$ cat src/rtl/assert_macros.svh
// Assertion macros shared by the tokeniser modules.
`ifndef ASSERT_MACROS_SVH
`define ASSERT_MACROS_SVH

// Clocked property, disabled while the active-low reset is held.
`define STT_ASSERT(lbl, clk, rst_n, prop) \
    lbl: assert property (@(posedge clk) disable iff (!(rst_n)) (prop)) \
        else $error("tokeniser assertion failed");

// Same, with a message of the caller's choosing.
`define STT_ASSERT_MSG(lbl, clk, rst_n, prop, msg) \
    lbl: assert property (@(posedge clk) disable iff (!(rst_n)) (prop)) \
        else $error(msg);

`endif

$ cat src/rtl/stt_pkg.sv
// Shared types, constants and character helpers of the source text tokeniser.
`timescale 1ns / 1ps

package stt_pkg;

    localparam int POS_BITS    = 24;
    localparam int LINE_BITS   = 20;
    localparam int OUT_POS_W   = 24;
    localparam int OUT_LINE_W  = 20;
    localparam int KIND_W      = 4;
    localparam int CHAR_W      = 8;
    localparam int OUT_DATA_W  = KIND_W + 2 * OUT_POS_W + OUT_LINE_W + CHAR_W;
    localparam int OUT_TDATA_W = ((OUT_DATA_W + 7) / 8) * 8;
    localparam int IN_TDATA_W  = 8;

    localparam int QDEPTH  = 4;
    localparam int QPTR_W  = $clog2(QDEPTH);
    localparam int QCNT_W  = $clog2(QDEPTH + 1);

    localparam logic [CHAR_W-1:0] CH_NUL    = 8'h00;
    localparam logic [CHAR_W-1:0] CH_TAB    = 8'h09;
    localparam logic [CHAR_W-1:0] CH_LF     = 8'h0A;
    localparam logic [CHAR_W-1:0] CH_CR     = 8'h0D;
    localparam logic [CHAR_W-1:0] CH_SPACE  = 8'h20;
    localparam logic [CHAR_W-1:0] CH_LPAREN = 8'h28;
    localparam logic [CHAR_W-1:0] CH_RPAREN = 8'h29;
    localparam logic [CHAR_W-1:0] CH_DASH   = 8'h2D;
    localparam logic [CHAR_W-1:0] CH_POINT  = 8'h2E;
    localparam logic [CHAR_W-1:0] CH_EQUALS = 8'h3D;
    localparam logic [CHAR_W-1:0] CH_LBRACK = 8'h5B;
    localparam logic [CHAR_W-1:0] CH_RBRACK = 8'h5D;
    localparam logic [CHAR_W-1:0] CH_UNDER  = 8'h5F;

    typedef enum logic [KIND_W-1:0] {
        KIND_ASSIGN    = 4'd0,
        KIND_LPAREN    = 4'd1,
        KIND_RPAREN    = 4'd2,
        KIND_IDENT     = 4'd3,
        KIND_RETURN    = 4'd4,
        KIND_LET       = 4'd5,
        KIND_VAR       = 4'd6,
        KIND_INTEGER   = 4'd7,
        KIND_DECIMAL   = 4'd8,
        KIND_ILLEGAL   = 4'd9,
        KIND_UNCLOSED  = 4'd10
    } kind_t;

    // Bit positions in the keyword candidate mask.
    localparam int KW_RETURN = 0;
    localparam int KW_LET    = 1;
    localparam int KW_VAR    = 2;

    typedef struct packed {
        kind_t                 kind;
        logic [OUT_POS_W-1:0]  start;
        logic [OUT_POS_W-1:0]  len;
        logic [CHAR_W-1:0]     bad;
    } tok_t;

    // One queue entry holds everything a single byte produced.
    typedef struct packed {
        logic                  two;
        tok_t                  tok0;
        tok_t                  tok1;
        logic [OUT_LINE_W-1:0] line;
    } entry_t;

    typedef struct packed {
        logic not_empty;
        logic full;
    } q_status_t;

    function automatic logic is_alpha(input logic [CHAR_W-1:0] c);
        return (c >= 8'h61 && c <= 8'h7A) || (c >= 8'h41 && c <= 8'h5A) || c == CH_UNDER;
    endfunction

    function automatic logic is_digit(input logic [CHAR_W-1:0] c);
        return c >= 8'h30 && c <= 8'h39;
    endfunction

    function automatic logic [CHAR_W-1:0] return_char(input logic [2:0] i);
        logic [CHAR_W-1:0] r;
        case (i)
            3'd0:    r = 8'h72;
            3'd1:    r = 8'h65;
            3'd2:    r = 8'h74;
            3'd3:    r = 8'h75;
            3'd4:    r = 8'h72;
            3'd5:    r = 8'h6E;
            default: r = CH_NUL;
        endcase
        return r;
    endfunction

    function automatic logic [CHAR_W-1:0] let_char(input logic [1:0] i);
        logic [CHAR_W-1:0] r;
        case (i)
            2'd0:    r = 8'h6C;
            2'd1:    r = 8'h65;
            2'd2:    r = 8'h74;
            default: r = CH_NUL;
        endcase
        return r;
    endfunction

    function automatic logic [CHAR_W-1:0] var_char(input logic [1:0] i);
        logic [CHAR_W-1:0] r;
        case (i)
            2'd0:    r = 8'h76;
            2'd1:    r = 8'h61;
            2'd2:    r = 8'h72;
            default: r = CH_NUL;
        endcase
        return r;
    endfunction

    // Drops every keyword that the byte at offset idx of the word rules out.
    function automatic logic [2:0] kw_update(input logic [2:0] m, input logic [CHAR_W-1:0] c,
                                             input logic [POS_BITS-1:0] idx);
        logic [2:0] r;
        r = m;
        if (idx >= POS_BITS'(6) || return_char(idx[2:0]) != c) r[KW_RETURN] = 1'b0;
        if (idx >= POS_BITS'(3) || let_char(idx[1:0]) != c)    r[KW_LET]    = 1'b0;
        if (idx >= POS_BITS'(3) || var_char(idx[1:0]) != c)    r[KW_VAR]    = 1'b0;
        return r;
    endfunction

endpackage

$ cat src/rtl/stt_front.sv
// Lexer front end: one byte a cycle unless stalled; forms the tokens it ends.
`timescale 1ns / 1ps
`include "assert_macros.svh"

module stt_front (
    input  logic                          aclk,
    input  logic                          aresetn,
    input  logic                          s_tvalid,
    output logic                          s_tready,
    input  logic [stt_pkg::IN_TDATA_W-1:0] s_tdata,
    input  logic                          s_tlast,
    input  stt_pkg::q_status_t            q_status,
    output logic                          q_push,
    output stt_pkg::entry_t               q_entry
);
    import stt_pkg::*;

    typedef enum logic [2:0] {
        MODE_IDLE  = 3'd0,
        MODE_DASH  = 3'd1,
        MODE_LINE  = 3'd2,
        MODE_BLOCK = 3'd3,
        MODE_IDENT = 3'd4,
        MODE_NUM   = 3'd5
    } mode_t;

    localparam logic [POS_BITS-1:0]  POS_MAX  = '1;
    localparam logic [LINE_BITS-1:0] LINE_MAX = '1;

    mode_t                mode_reg, mode_next;
    logic [POS_BITS-1:0]  byte_pos_reg, byte_pos_next;
    logic [LINE_BITS-1:0] line_count_reg, line_count_next;
    logic [POS_BITS-1:0]  token_start_reg, token_start_next;
    logic [2:0]           kw_reg, kw_next;
    logic                 seen_point_reg, seen_point_next;
    logic                 close_seen_reg, close_seen_next;
    logic                 done_reg, done_next;

    logic [CHAR_W-1:0]    ch;
    logic                 accept;
    logic                 end_src;
    logic                 used;
    logic                 line_inc;
    logic [POS_BITS-1:0]  diff;
    logic                 emit_a, emit_b;
    tok_t                 tok_a, tok_b;
    kind_t                ident_kind;

    assign ch       = s_tdata[CHAR_W-1:0];
    assign s_tready = !q_status.full;
    assign accept   = s_tvalid && s_tready;
    assign end_src  = s_tlast || ch == CH_NUL;
    assign diff     = byte_pos_reg - token_start_reg;

    always_comb begin
        ident_kind = KIND_IDENT;
        if (diff == POS_BITS'(6) && kw_reg[KW_RETURN]) begin
            ident_kind = KIND_RETURN;
        end else if (diff == POS_BITS'(3) && kw_reg[KW_LET]) begin
            ident_kind = KIND_LET;
        end else if (diff == POS_BITS'(3) && kw_reg[KW_VAR]) begin
            ident_kind = KIND_VAR;
        end
    end

    always_comb begin
        mode_next        = mode_reg;
        token_start_next = token_start_reg;
        kw_next          = kw_reg;
        seen_point_next  = seen_point_reg;
        close_seen_next  = close_seen_reg;
        done_next        = done_reg;
        used             = 1'b0;
        line_inc         = 1'b0;
        emit_a           = 1'b0;
        emit_b           = 1'b0;
        tok_a            = '{kind: KIND_ASSIGN, start: '0, len: '0, bad: '0};
        tok_b            = '{kind: KIND_ASSIGN, start: '0, len: '0, bad: '0};

        // First the pending mode gets a chance to take the byte.
        case (mode_reg)
            MODE_DASH: begin
                if (!end_src && ch == CH_DASH) begin
                    mode_next = MODE_LINE;
                    used      = 1'b1;
                end else if (!end_src && ch == CH_LBRACK) begin
                    mode_next       = MODE_BLOCK;
                    close_seen_next = 1'b0;
                    used            = 1'b1;
                end else begin
                    emit_a    = 1'b1;
                    tok_a     = '{kind: KIND_ILLEGAL, start: OUT_POS_W'(token_start_reg),
                                  len: OUT_POS_W'(1), bad: CH_DASH};
                    mode_next = MODE_IDLE;
                end
            end
            MODE_LINE: begin
                if (!end_src) begin
                    used = 1'b1;
                    if (ch == CH_LF) begin
                        line_inc  = 1'b1;
                        mode_next = MODE_IDLE;
                    end
                end
            end
            MODE_BLOCK: begin
                if (end_src) begin
                    emit_a = 1'b1;
                    tok_a  = '{kind: KIND_UNCLOSED, start: OUT_POS_W'(byte_pos_reg),
                               len: OUT_POS_W'(1), bad: '0};
                end else begin
                    used = 1'b1;
                    if (ch == CH_LF) begin
                        line_inc = 1'b1;
                    end
                    if (close_seen_reg && ch == CH_DASH) begin
                        mode_next = MODE_IDLE;
                    end
                    close_seen_next = (ch == CH_RBRACK);
                end
            end
            MODE_IDENT: begin
                if (!end_src && (is_alpha(ch) || is_digit(ch))) begin
                    kw_next = kw_update(kw_reg, ch, diff);
                    used    = 1'b1;
                end else begin
                    emit_a    = 1'b1;
                    tok_a     = '{kind: ident_kind, start: OUT_POS_W'(token_start_reg),
                                  len: OUT_POS_W'(diff), bad: '0};
                    mode_next = MODE_IDLE;
                end
            end
            MODE_NUM: begin
                if (!end_src && (is_digit(ch) || ch == CH_UNDER)) begin
                    used = 1'b1;
                end else if (!end_src && ch == CH_POINT && !seen_point_reg) begin
                    seen_point_next = 1'b1;
                    used            = 1'b1;
                end else begin
                    emit_a    = 1'b1;
                    tok_a     = '{kind: seen_point_reg ? KIND_DECIMAL : KIND_INTEGER,
                                  start: OUT_POS_W'(token_start_reg),
                                  len: OUT_POS_W'(diff), bad: '0};
                    mode_next = MODE_IDLE;
                end
            end
            default: begin
                mode_next = MODE_IDLE;
            end
        endcase

        // A byte that no pending token took is lexed afresh from idle.
        if (end_src) begin
            done_next = 1'b1;
            mode_next = MODE_IDLE;
        end else if (!used) begin
            used = 1'b1;
            if (ch == CH_SPACE || ch == CH_TAB || ch == CH_CR) begin
                mode_next = MODE_IDLE;
            end else if (ch == CH_LF) begin
                line_inc = 1'b1;
            end else if (ch == CH_DASH) begin
                mode_next        = MODE_DASH;
                token_start_next = byte_pos_reg;
            end else if (ch == CH_EQUALS || ch == CH_LPAREN || ch == CH_RPAREN) begin
                emit_b = 1'b1;
                tok_b  = '{kind: (ch == CH_EQUALS) ? KIND_ASSIGN :
                                 (ch == CH_LPAREN) ? KIND_LPAREN : KIND_RPAREN,
                           start: OUT_POS_W'(byte_pos_reg), len: OUT_POS_W'(1), bad: '0};
            end else if (is_alpha(ch)) begin
                mode_next        = MODE_IDENT;
                token_start_next = byte_pos_reg;
                kw_next          = kw_update(3'b111, ch, '0);
            end else if (is_digit(ch)) begin
                mode_next        = MODE_NUM;
                token_start_next = byte_pos_reg;
                seen_point_next  = 1'b0;
            end else begin
                emit_b = 1'b1;
                tok_b  = '{kind: KIND_ILLEGAL, start: OUT_POS_W'(byte_pos_reg),
                           len: OUT_POS_W'(1), bad: ch};
            end
        end

        byte_pos_next = byte_pos_reg;
        if (used && byte_pos_reg != POS_MAX) begin
            byte_pos_next = byte_pos_reg + POS_BITS'(1);
        end
        line_count_next = line_count_reg;
        if (line_inc && line_count_reg != LINE_MAX) begin
            line_count_next = line_count_reg + LINE_BITS'(1);
        end
    end

    always_comb begin
        q_push        = accept && !done_reg && (emit_a || emit_b);
        q_entry.two   = emit_a && emit_b;
        q_entry.tok0  = emit_a ? tok_a : tok_b;
        q_entry.tok1  = tok_b;
        q_entry.line  = OUT_LINE_W'(line_count_reg);
    end

    always_ff @(posedge aclk) begin
        if (!aresetn) begin
            mode_reg        <= MODE_IDLE;
            byte_pos_reg    <= '0;
            line_count_reg  <= '0;
            token_start_reg <= '0;
            kw_reg          <= 3'b111;
            seen_point_reg  <= 1'b0;
            close_seen_reg  <= 1'b0;
            done_reg        <= 1'b0;
        end else if (accept && !done_reg) begin
            mode_reg        <= mode_next;
            byte_pos_reg    <= byte_pos_next;
            line_count_reg  <= line_count_next;
            token_start_reg <= token_start_next;
            kw_reg          <= kw_next;
            seen_point_reg  <= seen_point_next;
            close_seen_reg  <= close_seen_next;
            done_reg        <= done_next;
        end
    end

    `STT_ASSERT(a_no_push_after_end, aclk, aresetn, done_reg |-> !q_push)
    `STT_ASSERT_MSG(a_end_sets_done, aclk, aresetn, (accept && end_src) |=> done_reg, "end of source not latched")
    `STT_ASSERT_MSG(a_no_push_when_full, aclk, aresetn, q_status.full |-> !q_push, "push into a full queue")

endmodule

$ cat src/rtl/stt_queue.sv
// Short queue of per-byte token groups between the lexer and the output stage.
`timescale 1ns / 1ps
`include "assert_macros.svh"

module stt_queue (
    input  logic               aclk,
    input  logic               aresetn,
    input  logic               push,
    input  stt_pkg::entry_t    push_entry,
    input  logic               pop,
    output stt_pkg::entry_t    head,
    output stt_pkg::q_status_t status
);
    import stt_pkg::*;

    entry_t            entries_reg [QDEPTH];
    logic [QPTR_W-1:0] wr_ptr_reg, wr_ptr_next;
    logic [QPTR_W-1:0] rd_ptr_reg, rd_ptr_next;
    logic [QCNT_W-1:0] count_reg, count_next;

    assign head             = entries_reg[rd_ptr_reg];
    assign status.not_empty = count_reg != '0;
    assign status.full      = count_reg == QCNT_W'(QDEPTH);

    always_comb begin
        wr_ptr_next = push ? wr_ptr_reg + QPTR_W'(1) : wr_ptr_reg;
        rd_ptr_next = pop  ? rd_ptr_reg + QPTR_W'(1) : rd_ptr_reg;
        count_next  = count_reg;
        if (push && !pop) begin
            count_next = count_reg + QCNT_W'(1);
        end else if (pop && !push) begin
            count_next = count_reg - QCNT_W'(1);
        end
    end

    always_ff @(posedge aclk) begin
        if (!aresetn) begin
            wr_ptr_reg <= '0;
            rd_ptr_reg <= '0;
            count_reg  <= '0;
        end else begin
            wr_ptr_reg <= wr_ptr_next;
            rd_ptr_reg <= rd_ptr_next;
            count_reg  <= count_next;
        end
    end

    always_ff @(posedge aclk) begin
        if (push) begin
            entries_reg[wr_ptr_reg] <= push_entry;
        end
    end

    `STT_ASSERT_MSG(a_no_pop_empty, aclk, aresetn, pop |-> status.not_empty, "pop from an empty queue")
    `STT_ASSERT(a_count_tracks_push, aclk, aresetn, (push && !pop) |=> count_reg == $past(count_reg) + QCNT_W'(1))

endmodule

$ cat src/rtl/stt_back.sv
// Output stage: hands the queued tokens out one beat at a time.
`timescale 1ns / 1ps
`include "assert_macros.svh"

module stt_back (
    input  logic                            aclk,
    input  logic                            aresetn,
    input  stt_pkg::entry_t                 head,
    input  stt_pkg::q_status_t              q_status,
    output logic                            pop,
    output logic                            m_tvalid,
    input  logic                            m_tready,
    output logic [stt_pkg::OUT_TDATA_W-1:0] m_tdata,
    output logic                            m_tlast
);
    import stt_pkg::*;

    logic                  sel_reg, sel_next;
    logic                  valid_reg, valid_next;
    tok_t                  tok_reg, tok_next;
    logic [OUT_LINE_W-1:0] line_reg;
    logic                  last_reg, last_next;
    logic                  load;

    assign load = q_status.not_empty && (!valid_reg || m_tready);

    always_comb begin
        tok_next   = sel_reg ? head.tok1 : head.tok0;
        last_next  = !head.two || sel_reg;
        pop        = load && last_next;
        sel_next   = sel_reg;
        valid_next = valid_reg && !m_tready;
        if (load) begin
            sel_next   = !last_next;
            valid_next = 1'b1;
        end
    end

    always_ff @(posedge aclk) begin
        if (!aresetn) begin
            sel_reg   <= 1'b0;
            valid_reg <= 1'b0;
        end else begin
            sel_reg   <= sel_next;
            valid_reg <= valid_next;
        end
    end

    always_ff @(posedge aclk) begin
        if (load) begin
            tok_reg  <= tok_next;
            line_reg <= head.line;
            last_reg <= last_next;
        end
    end

    assign m_tvalid = valid_reg;
    assign m_tlast  = last_reg;
    assign m_tdata  = OUT_TDATA_W'({tok_reg.bad, line_reg, tok_reg.len, tok_reg.start,
                                    tok_reg.kind});

    `STT_ASSERT_MSG(a_second_follows, aclk, aresetn, (m_tvalid && m_tready && !m_tlast) |=> m_tvalid, "second token of a pair missing")
    `STT_ASSERT(a_pair_head_held, aclk, aresetn, sel_reg |-> (q_status.not_empty && head.two))

endmodule

$ cat src/rtl/source_text_tokenizer.sv
// Top level of the source text tokeniser: lexer, token queue and output stage.
`timescale 1ns / 1ps

//  Channel   Side     Fields (tdata from bit 0 up)                          tlast
//  s_        input    ch[7:0]                                               is_end
//  m_        output   kind[3:0] start_pos[27:4] length[51:28] line[71:52]   last
//                     bad_char[79:72]
//
// The lexer takes one source byte in every cycle while s_tready is high; its mode register
// is updated from combinational logic, so a byte can follow in the very next cycle.
// Results leave at one beat per cycle from a registered output stage unless m_tready
// holds them; a byte that ends one token and is itself a token gives two beats, the
// second with tlast set. A four-entry queue between lexer and output stage absorbs such
// pairs and stalls on the output side; s_tready falls only while that queue is full.
// Reset is synchronous on aresetn, active low, and returns the lexer to the start of a
// new source. After an end marker or a zero byte every further beat is taken and dropped.

module source_text_tokenizer (
    input  logic                            aclk,
    input  logic                            aresetn,
    input  logic                            s_tvalid,
    output logic                            s_tready,
    input  logic [stt_pkg::IN_TDATA_W-1:0]  s_tdata,   // ch[7:0]
    input  logic                            s_tlast,   // end of source marker
    output logic                            m_tvalid,
    input  logic                            m_tready,
    output logic [stt_pkg::OUT_TDATA_W-1:0] m_tdata,   // kind, start_pos, length, line,
                                                       // bad_char
    output logic                            m_tlast    // last result of this input beat
);
    import stt_pkg::*;

    q_status_t q_status;
    logic      q_push;
    logic      q_pop;
    entry_t    q_in;
    entry_t    q_head;

    // Front end: classifies every byte and forms up to two tokens from it.
    stt_front u_front (
        .aclk     (aclk),
        .aresetn  (aresetn),
        .s_tvalid (s_tvalid),
        .s_tready (s_tready),
        .s_tdata  (s_tdata),
        .s_tlast  (s_tlast),
        .q_status (q_status),
        .q_push   (q_push),
        .q_entry  (q_in)
    );

    // Groups of tokens wait here so that each side can stall on its own.
    stt_queue u_queue (
        .aclk       (aclk),
        .aresetn    (aresetn),
        .push       (q_push),
        .push_entry (q_in),
        .pop        (q_pop),
        .head       (q_head),
        .status     (q_status)
    );

    // Back end: splits each group into result beats.
    stt_back u_back (
        .aclk     (aclk),
        .aresetn  (aresetn),
        .head     (q_head),
        .q_status (q_status),
        .pop      (q_pop),
        .m_tvalid (m_tvalid),
        .m_tready (m_tready),
        .m_tdata  (m_tdata),
        .m_tlast  (m_tlast)
    );

endmodule
$ cat config.mk
export PLATFORM = sky130hd
export DESIGN_NAME = source_text_tokenizer
export DESIGN_NICKNAME = d
export VERILOG_FILES = /design/src/rtl/stt_pkg.sv /design/src/rtl/stt_front.sv /design/src/rtl/stt_queue.sv /design/src/rtl/stt_back.sv /design/src/rtl/source_text_tokenizer.sv
export VERILOG_INCLUDE_DIRS = /design/src /design/src/rtl
export SDC_FILE = /design/constraint.sdc
export NUM_CORES = 1
export LEC_CHECK = 0
export BUFFER_PORTS_ARGS = -buffer_cell sky130_fd_sc_hd__buf_2
export CELL_PAD_IN_SITES_DETAIL_PLACEMENT = 0
export CELL_PAD_IN_SITES_GLOBAL_PLACEMENT = 2
export CORE_MARGIN = 5
export CORE_UTILIZATION = 42
export CTS_BUF_LIST = sky130_fd_sc_hd__clkbuf_4 sky130_fd_sc_hd__clkbuf_8 sky130_fd_sc_hd__clkbuf_16
export DETAILED_ROUTE_END_ITERATION = 7
export PLACE_DENSITY = 0.82
export SYNTH_ARGS = -nofsm -noshare
export SYNTH_HDL_FRONTEND = slang
export SYNTH_SLANG_ARGS = --single-unit
$ cat constraint.sdc
create_clock -name aclk -period 7 [get_ports aclk]
set_input_delay 1.05 -clock aclk [delete_from_list [all_inputs] [get_ports aclk]]
set_output_delay 1.05 -clock aclk [all_outputs]
set_load 0.03 [all_outputs]
==> metrics.yaml <==
status: "finished, final reports clean"
synth.avg_cell_area_um2: 15.7
clock_skew_ns: 0.0269
rrSetupSlack_ns: 2.88
floorplan.initialDensity_pct: 42.4
worstPathRequired_ns: 7.24
grt_pass1_wl_mm: 90.3
first_iter_violations: 1035
finalMaxSlewViolations: 0
timing.final.crit_share_pct: 64.4
dp.final_hpwl_mm: 36.3
critPathCaptureType: "flip-flop"
timing.fmax_mhz: 222
cts_max_level: 3
number_of_antenna_violations_at_the_first_check_in_global_routing: 4
root_buffer: "clkbuf_16"
global_route_congestion_overflow_total: 0
slew_headroom_pct: 15.0
totalPowerFinal_mw: 10.4
final_design_area_no_fill_um2: 30300
layout_common_cells: "edfxtp_1, nor2_1, mux4_2"
post-route-min-period_ns: 4.50
path_class: "in -> reg"
final_routed_wirelength_across_all_metal_layers_mm: 58.4
nNetsFinal: 1839
horizontal_die_dimension_um: 262
timing.critical_path.buf_inv: 3
route.detailed.drc: 0
place_congestion: 0.823
design.die.area_um2: 68600
route.vias.total: 14600
chipHeight_um: 262
post_drt_via_cell_ratio: 5.43
post_cts_resized: 0
yosys.cell_types.count: 77
synth.ff_latch_count: 637
insertion_delay_ns: 0.60
detailedRoute.firstPassIterationCount: 5
cp.arrival_ns: 4.74
drv.max_cap_violation_count: 0
timing.critical_path.slowest_cell_delay_ns: 0.74
ordered_list_of_cells_on_the_worst_path: "buf_2, nor3_1, a31oi_1, buf_4, o21ai_0, and2_1, a31o_2, nor2_2, a21oi_2, and2_4, buf_4"
coreArea_um2: 63000
largest_register_ffs: 468
cts.clk_slew.worst_paths_ns: 0.07
buffer_ports.inserted: 95
hold_violations: 0
setup_viol_count_final: 0
max_slew.worst_pin.slew_ns: 1.24
count_of_flip_flops_with_a_built_in_enable_after_synthesis: 549
wirelength_per_cell_um: 21.7
met3_length_mm: 2.50
num_antenna_cells: 0
maxUsedRoutingLayer: "met5"
unrepaired_setup_endpoints_after_global_routing: "false"
std_cell_rows: 92
setup_total_negative_slack_ns: 0
cts.sinks: 637
via_count_of_the_first_global_routing_pass: 15000
cts_made_buffers: 68
post_dp_cell_area_um2: 28100
post_cts_buffers: 0
met2_length_mm: 29.4
global_route.usage.total_pct: 17.1
synth-main-ff-cell: "edfxtp_1"
tritoncts: "done"
net_count_after_synthesis: 1742
layout_cell_share_with_drive_strength_beyond_1_pct: 22.1
ioPinCount: 96
synthesized_netlist_cell_count: 1697
area_delta_synth_final_pct: 13.8
path_common_cell: "buf_4"
timing.hold.worst.class: "reg -> reg"
synthesis.yosys.warnings: 0
m1WireLength_mm: 25.4
antenna_left: 0
cp_top_family: "simple AND/OR/NAND/NOR gates"
cellPowerDensity_nw_per_um2: 344
crit_path_max_fanout: 46
holdBufCountCts: 0
layout.cells.most_common: "edfxtp_1"
synth_seq_area_share_pct: 68.4
mapped_cell_area_um2: 26700
clock_path_buffers: 3
timing.critical_path.slowest_stage_cell: "and2_4"
grt_start_max_net_pins: 118
synth-async-reset-ratio_pct: 0
ir_worst_vdd_mv: 0.224
critPathLaunchType: "primary input"
power_leakage_nw: 10.3
## synthesized netlist by cell type (all sizes together), types with 8 or more instances
cell | number | share of area [%]
nand3 | 29 | 0.54
mux2 | 38 | 1.6
mux2i | 28 | 1.1
nand2 | 83 | 1.2
o21ai | 62 | 1.2
inv | 49 | 0.69
dfxtp | 88 | 6.6
xnor2 | 29 | 0.95
nor2b | 39 | 0.91
o211ai | 11 | 0.31
nor3 | 30 | 0.58
clkbuf | 54 | 0.76
xor2 | 32 | 1.1
a21o | 9 | 0.25
or3 | 10 | 0.25
ha | 30 | 1.4
and2 | 45 | 1.1
nand4 | 18 | 0.42
nand2b | 15 | 0.35
a21oi | 57 | 1.1
mux4 | 117 | 9.9
and3 | 13 | 0.31
edfxtp | 549 | 62
and4 | 14 | 0.46
nor2 | 125 | 1.8
a211oi | 8 | 0.24
buf | 30 | 0.52
a31oi | 9 | 0.21
## per-stage QoR
stage	hold WS, ns	instances	setup WS [ns]	utilization [%]
2_1_floorplan	0.428	1697	0.289	-
6_report	0.484	2687	2.50	48.2
3_3_place_gp	0.446	2569	2.00	44.6
5_1_grt	0.513	2687	2.20	48.2
4_1_cts	0.476	2686	2.54	48.2
3_5_place_dp	0.459	2569	1.93	44.6
## worst register-to-register path, cell delays in order (launching register included)
cell	delay, ns
dfxtp_1	0.45
inv_1	0.09
ha_1	0.21
fa_1	0.46
nor2b_1	0.15
o211ai_1	0.13
a21boi_2	0.40
a21boi_0	0.20
xnor2_1	0.21
or4_4	0.57
a2111oi_4	0.46
and3_1	0.27
a31oi_1	0.20
## final cells by class
type | count | area (um^2)
inverter | 49 | 185
sequential | 637 | 18300
fill | 5350 | 32600
tap | 846 | 1060
clock buffer | 84 | 1860
multi-input combinational | 927 | 7940
clock inverter | 33 | 389
timing repair buffer | 111 | 658
## power breakdown
part           internal [mW]  switching [mW]  leakage (nW)  total (mW)
clock network           2.16            1.43          1.12        3.59
logic                  0.781            1.32          3.19        2.10
registers               4.59           0.156          5.96        4.75
total                   7.53            2.91          10.3        10.4
## metal layers
layer,track usage (%),vias up
met4,5.04,4
met1,23.2,7469
met5,0,-
met3,3.11,76
li1,-,6720
met2,28.6,309
## cell families (layout without fill, tap and decap cells)
logic type	Yosys count	in the layout	synth area share [%]
AOI/OAI and AO/OA	205	205	4.96
xor gates and xnor gates	61	61	2.00
adders and majority gates	32	32	1.56
buffers and inverters	133	277	1.97
DFF	637	637	68.4
muxes	183	183	12.5
and+or+nand+nor	446	446	8.57
## worst paths after layout
path                            from                          end  cells past startpoint
max                       s_tdata[4]   u_queue.entries_reg[3][65]                     11
min                 u_front.done_reg             u_front.done_reg                      2
min reg2reg         u_front.done_reg             u_front.done_reg                      2
max reg2reg  u_front.byte_pos_reg[0]  u_queue.entries_reg[0][136]                     12
(Power assumes the default switching activity.)
